$ cat src/hw/rtl/shfa_pkg.sv
// Package for the serial HID report frame assembler.
// Frame codes, report kinds and the frame-done struct shared by all modules.
// No dependencies.
package shfa_pkg;

    localparam logic [7:0] MOUSE_START = 8'h4D;  // 'M'
    localparam logic [7:0] KBD_START   = 8'h4B;  // 'K'
    localparam logic [2:0] MOUSE_LEN   = 3'd4;
    localparam logic [2:0] KBD_LEN     = 3'd6;
    localparam int         FRAME_DEPTH = 6;
    localparam int         NUM_KEYS    = 4;

    localparam logic MODE_BYTE = 1'b0;  // received serial byte
    localparam logic MODE_EP   = 1'b1;  // report endpoint ready

    localparam logic KIND_MOUSE = 1'b0;
    localparam logic KIND_KBD   = 1'b1;

    typedef logic [7:0] t_byte;

    // Completed frame, data bytes 1..5 as stored (byte 0 is the start code).
    typedef struct packed {
        logic                          mouse_done;
        logic                          kbd_done;
        logic [FRAME_DEPTH-2:0][7:0]   data;  // data[0] = frame byte 1
    } t_frame_done;

endpackage

$ cat src/hw/rtl/shfa_frame.sv
// Frame collector: byte counter, write index and frame byte store.
// Flags a completed mouse or keyboard frame in the cycle its last byte lands.
// Depends on shfa_pkg.
module shfa_frame
    import shfa_pkg::*;
(
    input  logic        i_clk,
    input  logic        i_rst_n,
    input  logic        i_take,
    input  t_byte       i_byte,
    output t_frame_done o_done
);

    logic [2:0] r_remaining, n_remaining;
    logic [2:0] r_wr_idx, n_wr_idx;
    t_byte      r_frame [FRAME_DEPTH];

    logic [2:0] rem_start;
    logic       active;
    logic       finish;
    t_byte      merged [FRAME_DEPTH];

    // Remaining count seen by this byte: a start code outside a frame opens one.
    always_comb begin
        rem_start = r_remaining;
        if (r_remaining == 3'd0) begin
            priority if (i_byte == MOUSE_START) begin
                rem_start = MOUSE_LEN;
            end else if (i_byte == KBD_START) begin
                rem_start = KBD_LEN;
            end
        end
    end

    assign active = i_take && (rem_start != 3'd0);
    assign finish = active && (rem_start == 3'd1);

    // Frame contents as they stand once the current byte is written.
    always_comb begin
        for (int i = 0; i < FRAME_DEPTH; i++) begin
            merged[i] = (r_wr_idx == 3'(i)) ? i_byte : r_frame[i];
        end
    end

    always_comb begin
        n_remaining = r_remaining;
        n_wr_idx    = r_wr_idx;
        if (active) begin
            n_remaining = rem_start - 3'd1;
            n_wr_idx    = finish ? 3'd0 : r_wr_idx + 3'd1;
        end
    end

    always_comb begin
        o_done.mouse_done = finish && (merged[0] == MOUSE_START);
        o_done.kbd_done   = finish && (merged[0] == KBD_START);
        for (int i = 0; i < FRAME_DEPTH - 1; i++) begin
            o_done.data[i] = merged[i+1];
        end
    end

    always_ff @(posedge i_clk) begin
        if (!i_rst_n) begin
            r_remaining <= 3'd0;
            r_wr_idx    <= 3'd0;
        end else begin
            r_remaining <= n_remaining;
            r_wr_idx    <= n_wr_idx;
        end
    end

    always_ff @(posedge i_clk) begin
        if (active && (r_wr_idx < 3'(FRAME_DEPTH))) begin
            r_frame[r_wr_idx] <= i_byte;
        end
    end

endmodule

$ cat src/hw/rtl/shfa_report.sv
// Report state (pending mouse and keyboard reports) and the result register.
// Folds completed frames in; emits at most one pending report per endpoint-ready event.
// Depends on shfa_pkg.
module shfa_report
    import shfa_pkg::*;
(
    input  logic        i_clk,
    input  logic        i_rst_n,
    input  t_frame_done i_done,
    input  logic        i_fire,
    input  logic        i_out_ready,
    output logic        o_out_valid,
    output logic        o_kind,
    output t_byte       o_buttons,
    output t_byte       o_dx,
    output t_byte       o_dy,
    output t_byte       o_modifiers,
    output t_byte       o_key0,
    output t_byte       o_key1,
    output t_byte       o_key2,
    output t_byte       o_key3
);

    t_byte r_buttons, n_buttons;
    t_byte r_dx, n_dx;
    t_byte r_dy, n_dy;
    t_byte r_mods, n_mods;
    t_byte r_keys [NUM_KEYS];
    t_byte n_keys [NUM_KEYS];
    logic  r_mouse_pend, n_mouse_pend;
    logic  r_kbd_pend, n_kbd_pend;

    logic  r_out_valid, n_out_valid;
    logic  r_kind, n_kind;
    t_byte r_o_buttons, n_o_buttons;
    t_byte r_o_dx, n_o_dx;
    t_byte r_o_dy, n_o_dy;
    t_byte r_o_mods, n_o_mods;
    t_byte r_o_keys [NUM_KEYS];
    t_byte n_o_keys [NUM_KEYS];

    always_comb begin
        n_buttons    = r_buttons;
        n_dx         = r_dx;
        n_dy         = r_dy;
        n_mods       = r_mods;
        n_keys       = r_keys;
        n_mouse_pend = r_mouse_pend;
        n_kbd_pend   = r_kbd_pend;

        n_out_valid  = r_out_valid && !i_out_ready;
        n_kind       = r_kind;
        n_o_buttons  = r_o_buttons;
        n_o_dx       = r_o_dx;
        n_o_dy       = r_o_dy;
        n_o_mods     = r_o_mods;
        n_o_keys     = r_o_keys;

        if (i_done.mouse_done) begin
            n_buttons    = i_done.data[0];
            n_dx         = r_dx + i_done.data[1];  // wraps mod 256
            n_dy         = r_dy + i_done.data[2];
            n_mouse_pend = 1'b1;
        end
        if (i_done.kbd_done) begin
            n_mods     = i_done.data[0];
            for (int i = 0; i < NUM_KEYS; i++) begin
                n_keys[i] = i_done.data[i+1];
            end
            n_kbd_pend = 1'b1;
        end

        // Mouse report wins over keyboard.
        if (i_fire) begin
            priority if (r_mouse_pend) begin
                n_out_valid  = 1'b1;
                n_kind       = KIND_MOUSE;
                n_o_buttons  = r_buttons;
                n_o_dx       = r_dx;
                n_o_dy       = r_dy;
                n_o_mods     = 8'd0;
                for (int i = 0; i < NUM_KEYS; i++) begin
                    n_o_keys[i] = 8'd0;
                end
                n_buttons    = 8'd0;
                n_dx         = 8'd0;
                n_dy         = 8'd0;
                n_mouse_pend = 1'b0;
            end else if (r_kbd_pend) begin
                n_out_valid = 1'b1;
                n_kind      = KIND_KBD;
                n_o_buttons = 8'd0;
                n_o_dx      = 8'd0;
                n_o_dy      = 8'd0;
                n_o_mods    = r_mods;
                n_o_keys    = r_keys;
                n_keys[0]   = 8'd0;
                n_kbd_pend  = 1'b0;
            end
        end
    end

    always_ff @(posedge i_clk) begin
        if (!i_rst_n) begin
            r_buttons    <= 8'd0;
            r_dx         <= 8'd0;
            r_dy         <= 8'd0;
            r_mods       <= 8'd0;
            for (int i = 0; i < NUM_KEYS; i++) begin
                r_keys[i] <= 8'd0;
            end
            r_mouse_pend <= 1'b0;
            r_kbd_pend   <= 1'b0;
            r_out_valid  <= 1'b0;
        end else begin
            r_buttons    <= n_buttons;
            r_dx         <= n_dx;
            r_dy         <= n_dy;
            r_mods       <= n_mods;
            r_keys       <= n_keys;
            r_mouse_pend <= n_mouse_pend;
            r_kbd_pend   <= n_kbd_pend;
            r_out_valid  <= n_out_valid;
        end
    end

    always_ff @(posedge i_clk) begin
        r_kind      <= n_kind;
        r_o_buttons <= n_o_buttons;
        r_o_dx      <= n_o_dx;
        r_o_dy      <= n_o_dy;
        r_o_mods    <= n_o_mods;
        r_o_keys    <= n_o_keys;
    end

    assign o_out_valid = r_out_valid;
    assign o_kind      = r_kind;
    assign o_buttons   = r_o_buttons;
    assign o_dx        = r_o_dx;
    assign o_dy        = r_o_dy;
    assign o_modifiers = r_o_mods;
    assign o_key0      = r_o_keys[0];
    assign o_key1      = r_o_keys[1];
    assign o_key2      = r_o_keys[2];
    assign o_key3      = r_o_keys[3];

    a_mouse_first: assert property (@(posedge i_clk) disable iff (!i_rst_n)
        i_fire && r_mouse_pend |=>
            r_out_valid && (r_kind == KIND_MOUSE) && !r_mouse_pend
            && (r_dx == 8'd0) && (r_dy == 8'd0))
        else $error("mouse report not issued or not cleared");

    a_kbd_clear: assert property (@(posedge i_clk) disable iff (!i_rst_n)
        i_fire && !r_mouse_pend && r_kbd_pend |=>
            r_out_valid && (r_kind == KIND_KBD) && !r_kbd_pend
            && (r_keys[0] == 8'd0))
        else $error("keyboard report not issued or key0 not cleared");

    a_kbd_no_mouse: assert property (@(posedge i_clk) disable iff (!i_rst_n)
        r_out_valid && (r_kind == KIND_KBD) |->
            (r_o_buttons == 8'd0) && (r_o_dx == 8'd0) && (r_o_dy == 8'd0))
        else $error("keyboard report carries mouse data");

endmodule

$ cat src/hw/rtl/serial_hid_report_frame_assembler_core.sv
// Top level of the serial HID report frame assembler.
// Input register, then shfa_frame and shfa_report; depends on shfa_pkg.
//
//   channel | signals                          | direction
//   --------+----------------------------------+----------
//   in      | i_valid/o_ready, i_mode, i_rx_byte | sink
//   out     | o_valid/i_ready, o_report_kind .. o_key_code3 | source
//
// One item per cycle while no endpoint-ready item is held (see below): an accepted
// item is registered in the input register and from there folded into the frame and
// report state, on the same edge at which a report lands in the result register.
// Serial bytes never wait on the output side; an endpoint-ready item waits in
// the input register only while a report is held by a low i_ready.
// Synchronous active-low reset clears counters, pending flags and valids.
module serial_hid_report_frame_assembler_core
    import shfa_pkg::*;
(
    input  logic              i_clk,
    input  logic              i_rst_n,
    input  logic              i_valid,
    output logic              o_ready,
    input  logic              i_mode,
    input  logic [7:0]        i_rx_byte,
    output logic              o_valid,
    input  logic              i_ready,
    output logic              o_report_kind,
    output logic [7:0]        o_button_mask,
    output logic signed [7:0] o_delta_x,
    output logic signed [7:0] o_delta_y,
    output logic [7:0]        o_modifier_bits,
    output logic [7:0]        o_key_code0,
    output logic [7:0]        o_key_code1,
    output logic [7:0]        o_key_code2,
    output logic [7:0]        o_key_code3
);

    logic        r_in_valid, n_in_valid;
    logic        r_mode;
    t_byte       r_byte;
    logic        advance;
    t_frame_done done;
    t_byte       dx_u;
    t_byte       dy_u;

    // Bytes always advance; a ready event needs room in the result register.
    assign advance = r_in_valid && ((r_mode == MODE_BYTE) || !o_valid || i_ready);
    assign o_ready = !r_in_valid || advance;

    always_comb begin
        n_in_valid = r_in_valid;
        if (i_valid && o_ready) begin
            n_in_valid = 1'b1;
        end else if (advance) begin
            n_in_valid = 1'b0;
        end
    end

    always_ff @(posedge i_clk) begin
        if (!i_rst_n) begin
            r_in_valid <= 1'b0;
        end else begin
            r_in_valid <= n_in_valid;
        end
    end

    always_ff @(posedge i_clk) begin
        if (i_valid && o_ready) begin
            r_mode <= i_mode;
            r_byte <= i_rx_byte;
        end
    end

    shfa_frame u_frame (
        .i_clk   (i_clk),
        .i_rst_n (i_rst_n),
        .i_take  (advance && (r_mode == MODE_BYTE)),
        .i_byte  (r_byte),
        .o_done  (done)
    );

    shfa_report u_report (
        .i_clk       (i_clk),
        .i_rst_n     (i_rst_n),
        .i_done      (done),
        .i_fire      (advance && (r_mode == MODE_EP)),
        .i_out_ready (i_ready),
        .o_out_valid (o_valid),
        .o_kind      (o_report_kind),
        .o_buttons   (o_button_mask),
        .o_dx        (dx_u),
        .o_dy        (dy_u),
        .o_modifiers (o_modifier_bits),
        .o_key0      (o_key_code0),
        .o_key1      (o_key_code1),
        .o_key2      (o_key_code2),
        .o_key3      (o_key_code3)
    );

    assign o_delta_x = $signed(dx_u);
    assign o_delta_y = $signed(dy_u);

endmodule
$ cat config.mk
export PLATFORM = sky130hd
export DESIGN_NAME = serial_hid_report_frame_assembler_core
export DESIGN_NICKNAME = d
export VERILOG_FILES = /design/src/hw/rtl/shfa_pkg.sv /design/src/hw/rtl/shfa_frame.sv /design/src/hw/rtl/shfa_report.sv /design/src/hw/rtl/serial_hid_report_frame_assembler_core.sv
export SDC_FILE = /design/constraint.sdc
export NUM_CORES = 1
export LEC_CHECK = 0
export ABC_AREA = 1
export BUFFER_PORTS_ARGS = -buffer_cell sky130_fd_sc_hd__buf_4
export CAP_MARGIN = 20
export CELL_PAD_IN_SITES_DETAIL_PLACEMENT = 1
export CELL_PAD_IN_SITES_GLOBAL_PLACEMENT = 1
export CORE_MARGIN = 2
export CORE_UTILIZATION = 51
export CTS_BUF_LIST = sky130_fd_sc_hd__clkbuf_4
export CTS_CLUSTER_DIAMETER = 80
export CTS_CLUSTER_SIZE = 16
export DETAILED_ROUTE_END_ITERATION = 8
export GPL_ROUTABILITY_DRIVEN = 0
export MAX_ROUTING_LAYER = met4
export PLACE_DENSITY_LB_ADDON = 0.1
export SLEW_MARGIN = 40
export SYNTH_ARGS = -nofsm -noshare
export SYNTH_HDL_FRONTEND = slang
export SYNTH_SLANG_ARGS = --single-unit
export TNS_END_PERCENT = 20
$ cat constraint.sdc
create_clock -name i_clk -period 10.6 [get_ports i_clk]
set_clock_uncertainty 0.15 [all_clocks]
set_input_delay 1.06 -clock i_clk [delete_from_list [all_inputs] [get_ports i_clk]]
set_output_delay 1.06 -clock i_clk [all_outputs]
set_load 0.02 [all_outputs]
==> impl_summary.md <==
Timing
Setup violations remaining at the end of the flow were counted as 0. For the final routed database, the setup TNS stands at 0 ns. The number of max-slew violations in the final report is 0. The actual transition at the worst max-transition pin is 0.818 ns. The count of final hold-check violations is 0. In this run the tightest slew margin relative to its limit is 0.455. The final critical path time including I/O delays and setup is 3.64 ns. Setup repair after global routing left no endpoint under its margin. In the finished design, the share of the clock period the worst path needs comes to 0.344. Static timing analysis puts the maximum clock frequency at 275 MHz.

Cells and area
The area occupied by registers is 5150 um2. The layout filler cell count is 1,835. In the final layout, the multi-input gates occupy 2390 um2. The count of nets after finishing is 945. The synthesis-to-finish area growth is 12.5%. The share of layout cells above drive strength 1 is 0.143.

Setup path
The setup path with the least slack is of type register to register. The maximum fanout encountered on the critical timing path is 41. The startpoint class of the critical path is a register. The data arrival at the endpoint of the critical path is 4.00 ns. At the worst endpoint, the required time is 10.96 ns.

The critical path endpoint category is a register.

Die
The initial utilization of the core area, before any placement, comes to 0.520. The die height is 131 um. The floorplan step set the die width to 131 um.

The area enclosed by the die boundary is 17,100 um2. The core region is 15,800 um2. The floorplan has 46 rows. During I/O placement, the number of pins put on the boundary was 80.

Worst hold path
The worst hold-check path type is register to register.

Synth
The mean post-synth cell area is 9.83 um2. The total nets after synthesis is 871. By area the synthesized netlist is led by sky130_fd_sc_hd__edfxtp_1, sky130_fd_sc_hd__dfxtp_1, sky130_fd_sc_hd__nand2_1, sky130_fd_sc_hd__inv_1, sky130_fd_sc_hd__a21oi_1.

The most area-hungry cell type in the Yosys netlist is sky130_fd_sc_hd__edfxtp_1. The share of synthesized registers carrying an async set or reset is 0. The leading register cell type out of synthesis is sky130_fd_sc_hd__edfxtp_1. In this run, synthesis inferred 122 flip-flops with an integrated enable. The share of the Yosys chip area taken by registers is 0.628. The proportion of netlist area held by the largest area contributor is 0.447. After technology mapping, the gate count stands at 834. The mapped netlist covers 8200 um2. The count of yosys warnings during synthesis is 0. The netlist uses 30 different library cells. Counting flops and latches in the post-synthesis netlist gives 196. Sorting the synthesized cells by how often they occur yields sky130_fd_sc_hd__nand2_1, sky130_fd_sc_hd__inv_1, sky130_fd_sc_hd__edfxtp_1, sky130_fd_sc_hd__a21oi_1, sky130_fd_sc_hd__nor2_1.

The most common cell in the netlist is sky130_fd_sc_hd__nand2_1.

Run status
The run finished with clean final reports.

Route
The post-detailed-route DRC marker count is 0. The aggregate routed wire length is 21,100 um. In this run the remaining antenna-violating nets after routing total 0.

The detailed router finished its first iteration with 494 violations. The count of TritonRoute iterations in the first routing pass is 5. The via density per instance is 5.23.

The number of vias after detailed routing is 5,954. In the final routed layout, each cell accounts on average for 18.5 um.

Pwr
The worst-case IR drop observed on VDD is 83.5 uV. Dividing total power by cell area gives a power density of 133 nW/um2. Cell internal power was estimated by the tool at 919 uW.

Of the total power, the clock network draws 0.317. Total power for the finished layout comes to 1230 uW. The part of the power in combinational logic is 0.020.

Summed over all nets, the switching power comes to 306 uW. The leakage component of the power is 0.00388 uW. The relative contribution of sequential cells to total power is 0.663.

The fraction of power spent switching nets is 0.250.

Global routing
The met2 layer usage reported by global route is 0.453. For this run, global-route usage on met1 was measured as 0.307. In this run the most used layer during global routing was met2. The number of antenna violations at the first check in global routing came to 1. The via count of the first global-routing pass is 6,175. Entering global routing, the biggest net connects 66 pins. The total congestion overflow is 0. The first-pass GRT wire length is 32,600 um.

The met3 track utilization from global routing is 0.0395. In the global route stage, overall resource usage came out at 0.262.

Place
Port buffering added 79 buffers. After legalization and detailed placement, the total HPWL measured 15,400 um.

Clocking
The clock net in this run drives a total of 196 sinks. The number of H-tree branching levels is 4. The buffer count from post-CTS setup fixing is 0. The master cell of the clock root buffer is sky130_fd_sc_hd__clkbuf_4. Counting the buffers created by CTS gives 17. The clock tree from TritonCTS is built. The later pin in the worst-skew pair is clocked with a latency of 0.60 ns. The clock edge transition at the registers on the reported setup and hold paths is 0.17 ns. Hold repair after CTS inserted 0 buffers. The number of gates given a new drive strength after cts is 0.

The maximum clock path buffer count is 2.

Flow run
The max-cap violation count is 0.
## worst max-delay path, stage by stage, from the launching register on
cell and delay, ns:
sky130_fd_sc_hd__edfxtp_1 0.58, sky130_fd_sc_hd__inv_1 0.25, sky130_fd_sc_hd__nor2_1 0.23, sky130_fd_sc_hd__nand3_1 0.13, sky130_fd_sc_hd__inv_1 0.09, sky130_fd_sc_hd__a21oi_1 0.09
sky130_fd_sc_hd__ha_1 0.24, sky130_fd_sc_hd__ha_1 0.20, sky130_fd_sc_hd__inv_1 0.13, sky130_fd_sc_hd__nand3_1 0.15, sky130_fd_sc_hd__inv_1 0.10, sky130_fd_sc_hd__nand3_2 0.18
sky130_fd_sc_hd__nor2_2 0.13, sky130_fd_sc_hd__buf_4 0.38, sky130_fd_sc_hd__inv_1 0.23, sky130_fd_sc_hd__o21ai_0 0.21, sky130_fd_sc_hd__nor2_1 0.05
## worst paths after layout
check | from | cells past startpoint | slack (ns) | to
hold reg to reg | u_report.r_keys[13] | 2 | 0.32 | u_report.r_keys[13]
setup / recovery | r_byte[6] | 16 | 6.96 | u_report.r_dx[2]
setup reg to reg | r_byte[6] | 16 | 6.96 | u_report.r_dx[2]
hold / removal | u_report.r_keys[13] | 2 | 0.32 | u_report.r_keys[13]
## registers in the layout, indices dropped and copies added (netlist names), 3 cells and up
name and flops:
r_byte 8, u_report.o_key3 8, u_report.r_dy 8, u_frame.r_remaining 3, u_report.r_dx 8, u_report.o_buttons 8, u_report.r_buttons 8, u_report.o_modifiers 8
u_report.r_mods 8, u_report.r_keys 32, u_report.o_key0 8, u_report.o_dx 8, u_report.o_dy 8, u_frame.r_frame 48, u_report.o_key2 8, u_report.o_key1 8
u_frame.r_wr_idx 3
## layout by cell type, fill, tap and decap left out, types with 22 or more instances in the layout
cell type / count
sky130_fd_sc_hd__nor2_1: 87
sky130_fd_sc_hd__buf_4: 86
sky130_fd_sc_hd__edfxtp_1: 122
sky130_fd_sc_hd__inv_1: 129
sky130_fd_sc_hd__o21ai_1: 35
sky130_fd_sc_hd__dfxtp_1: 73
sky130_fd_sc_hd__nand2_1: 143
sky130_fd_sc_hd__nand3_1: 23
sky130_fd_sc_hd__o21ai_0: 40
sky130_fd_sc_hd__a21oi_1: 87
sky130_fd_sc_hd__ha_1: 22
## per-layer routing
metal,share of wire,routed length [um]
met2,0.51,10800
met3,0.040,842
met1,0.42,8840
met4,0.029,612
met5,0,0
## stage by stage
| step | hold slack, ns | worst slack [ns] | instances | utilization | area, um2 |
|---|---|---|---|---|---|
| final | 0.316 | 6.96 | 1138 | 0.585 | 9230 |
| after global routing | 0.343 | 6.76 | 1138 | 0.585 | 9230 |
| after CTS | 0.318 | 7.05 | 1137 | 0.585 | 9220 |
| after detailed placement | 0.297 | 7.08 | 1105 | 0.567 | 8950 |
| after global placement | 0.289 | 7.28 | 1105 | 0.567 | 8940 |
| after floorplan | 0.277 | 5.48 | 834 | - | 8200 |
## kinds of logic after synthesis
family / share of synthesized area
AOI/OAI and AO/OA: 0.104
DFF: 0.628
buffers and inverters: 0.0824
xor gates and xnor gates: 0.0107
adders and majority gates: 0.0385
and+or+nand+nor: 0.137
## area by class of cell
type / instances / share of cell area
inverters: 131 / 0.0533
repair buffers: 86 / 0.0700
multi-input cells: 476 / 0.260
clock buffers: 17 / 0.0138
diodes: 1 / 0.000271
clock inverters: 15 / 0.0159
well taps: 216 / 0.0293
flip-flops and latches: 196 / 0.558
## power by group through the flow
stage               clock (uW)  sequential [uW]  combinational, uW
finish                     388              812               24.8
global route               424              813               27.0
CTS                        394              812               24.6
detailed placement           0              829               24.5
global placement             0              828               22.8
floorplan                    0              826               13.9
Note: power is estimated with default switching activity, not from simulation.
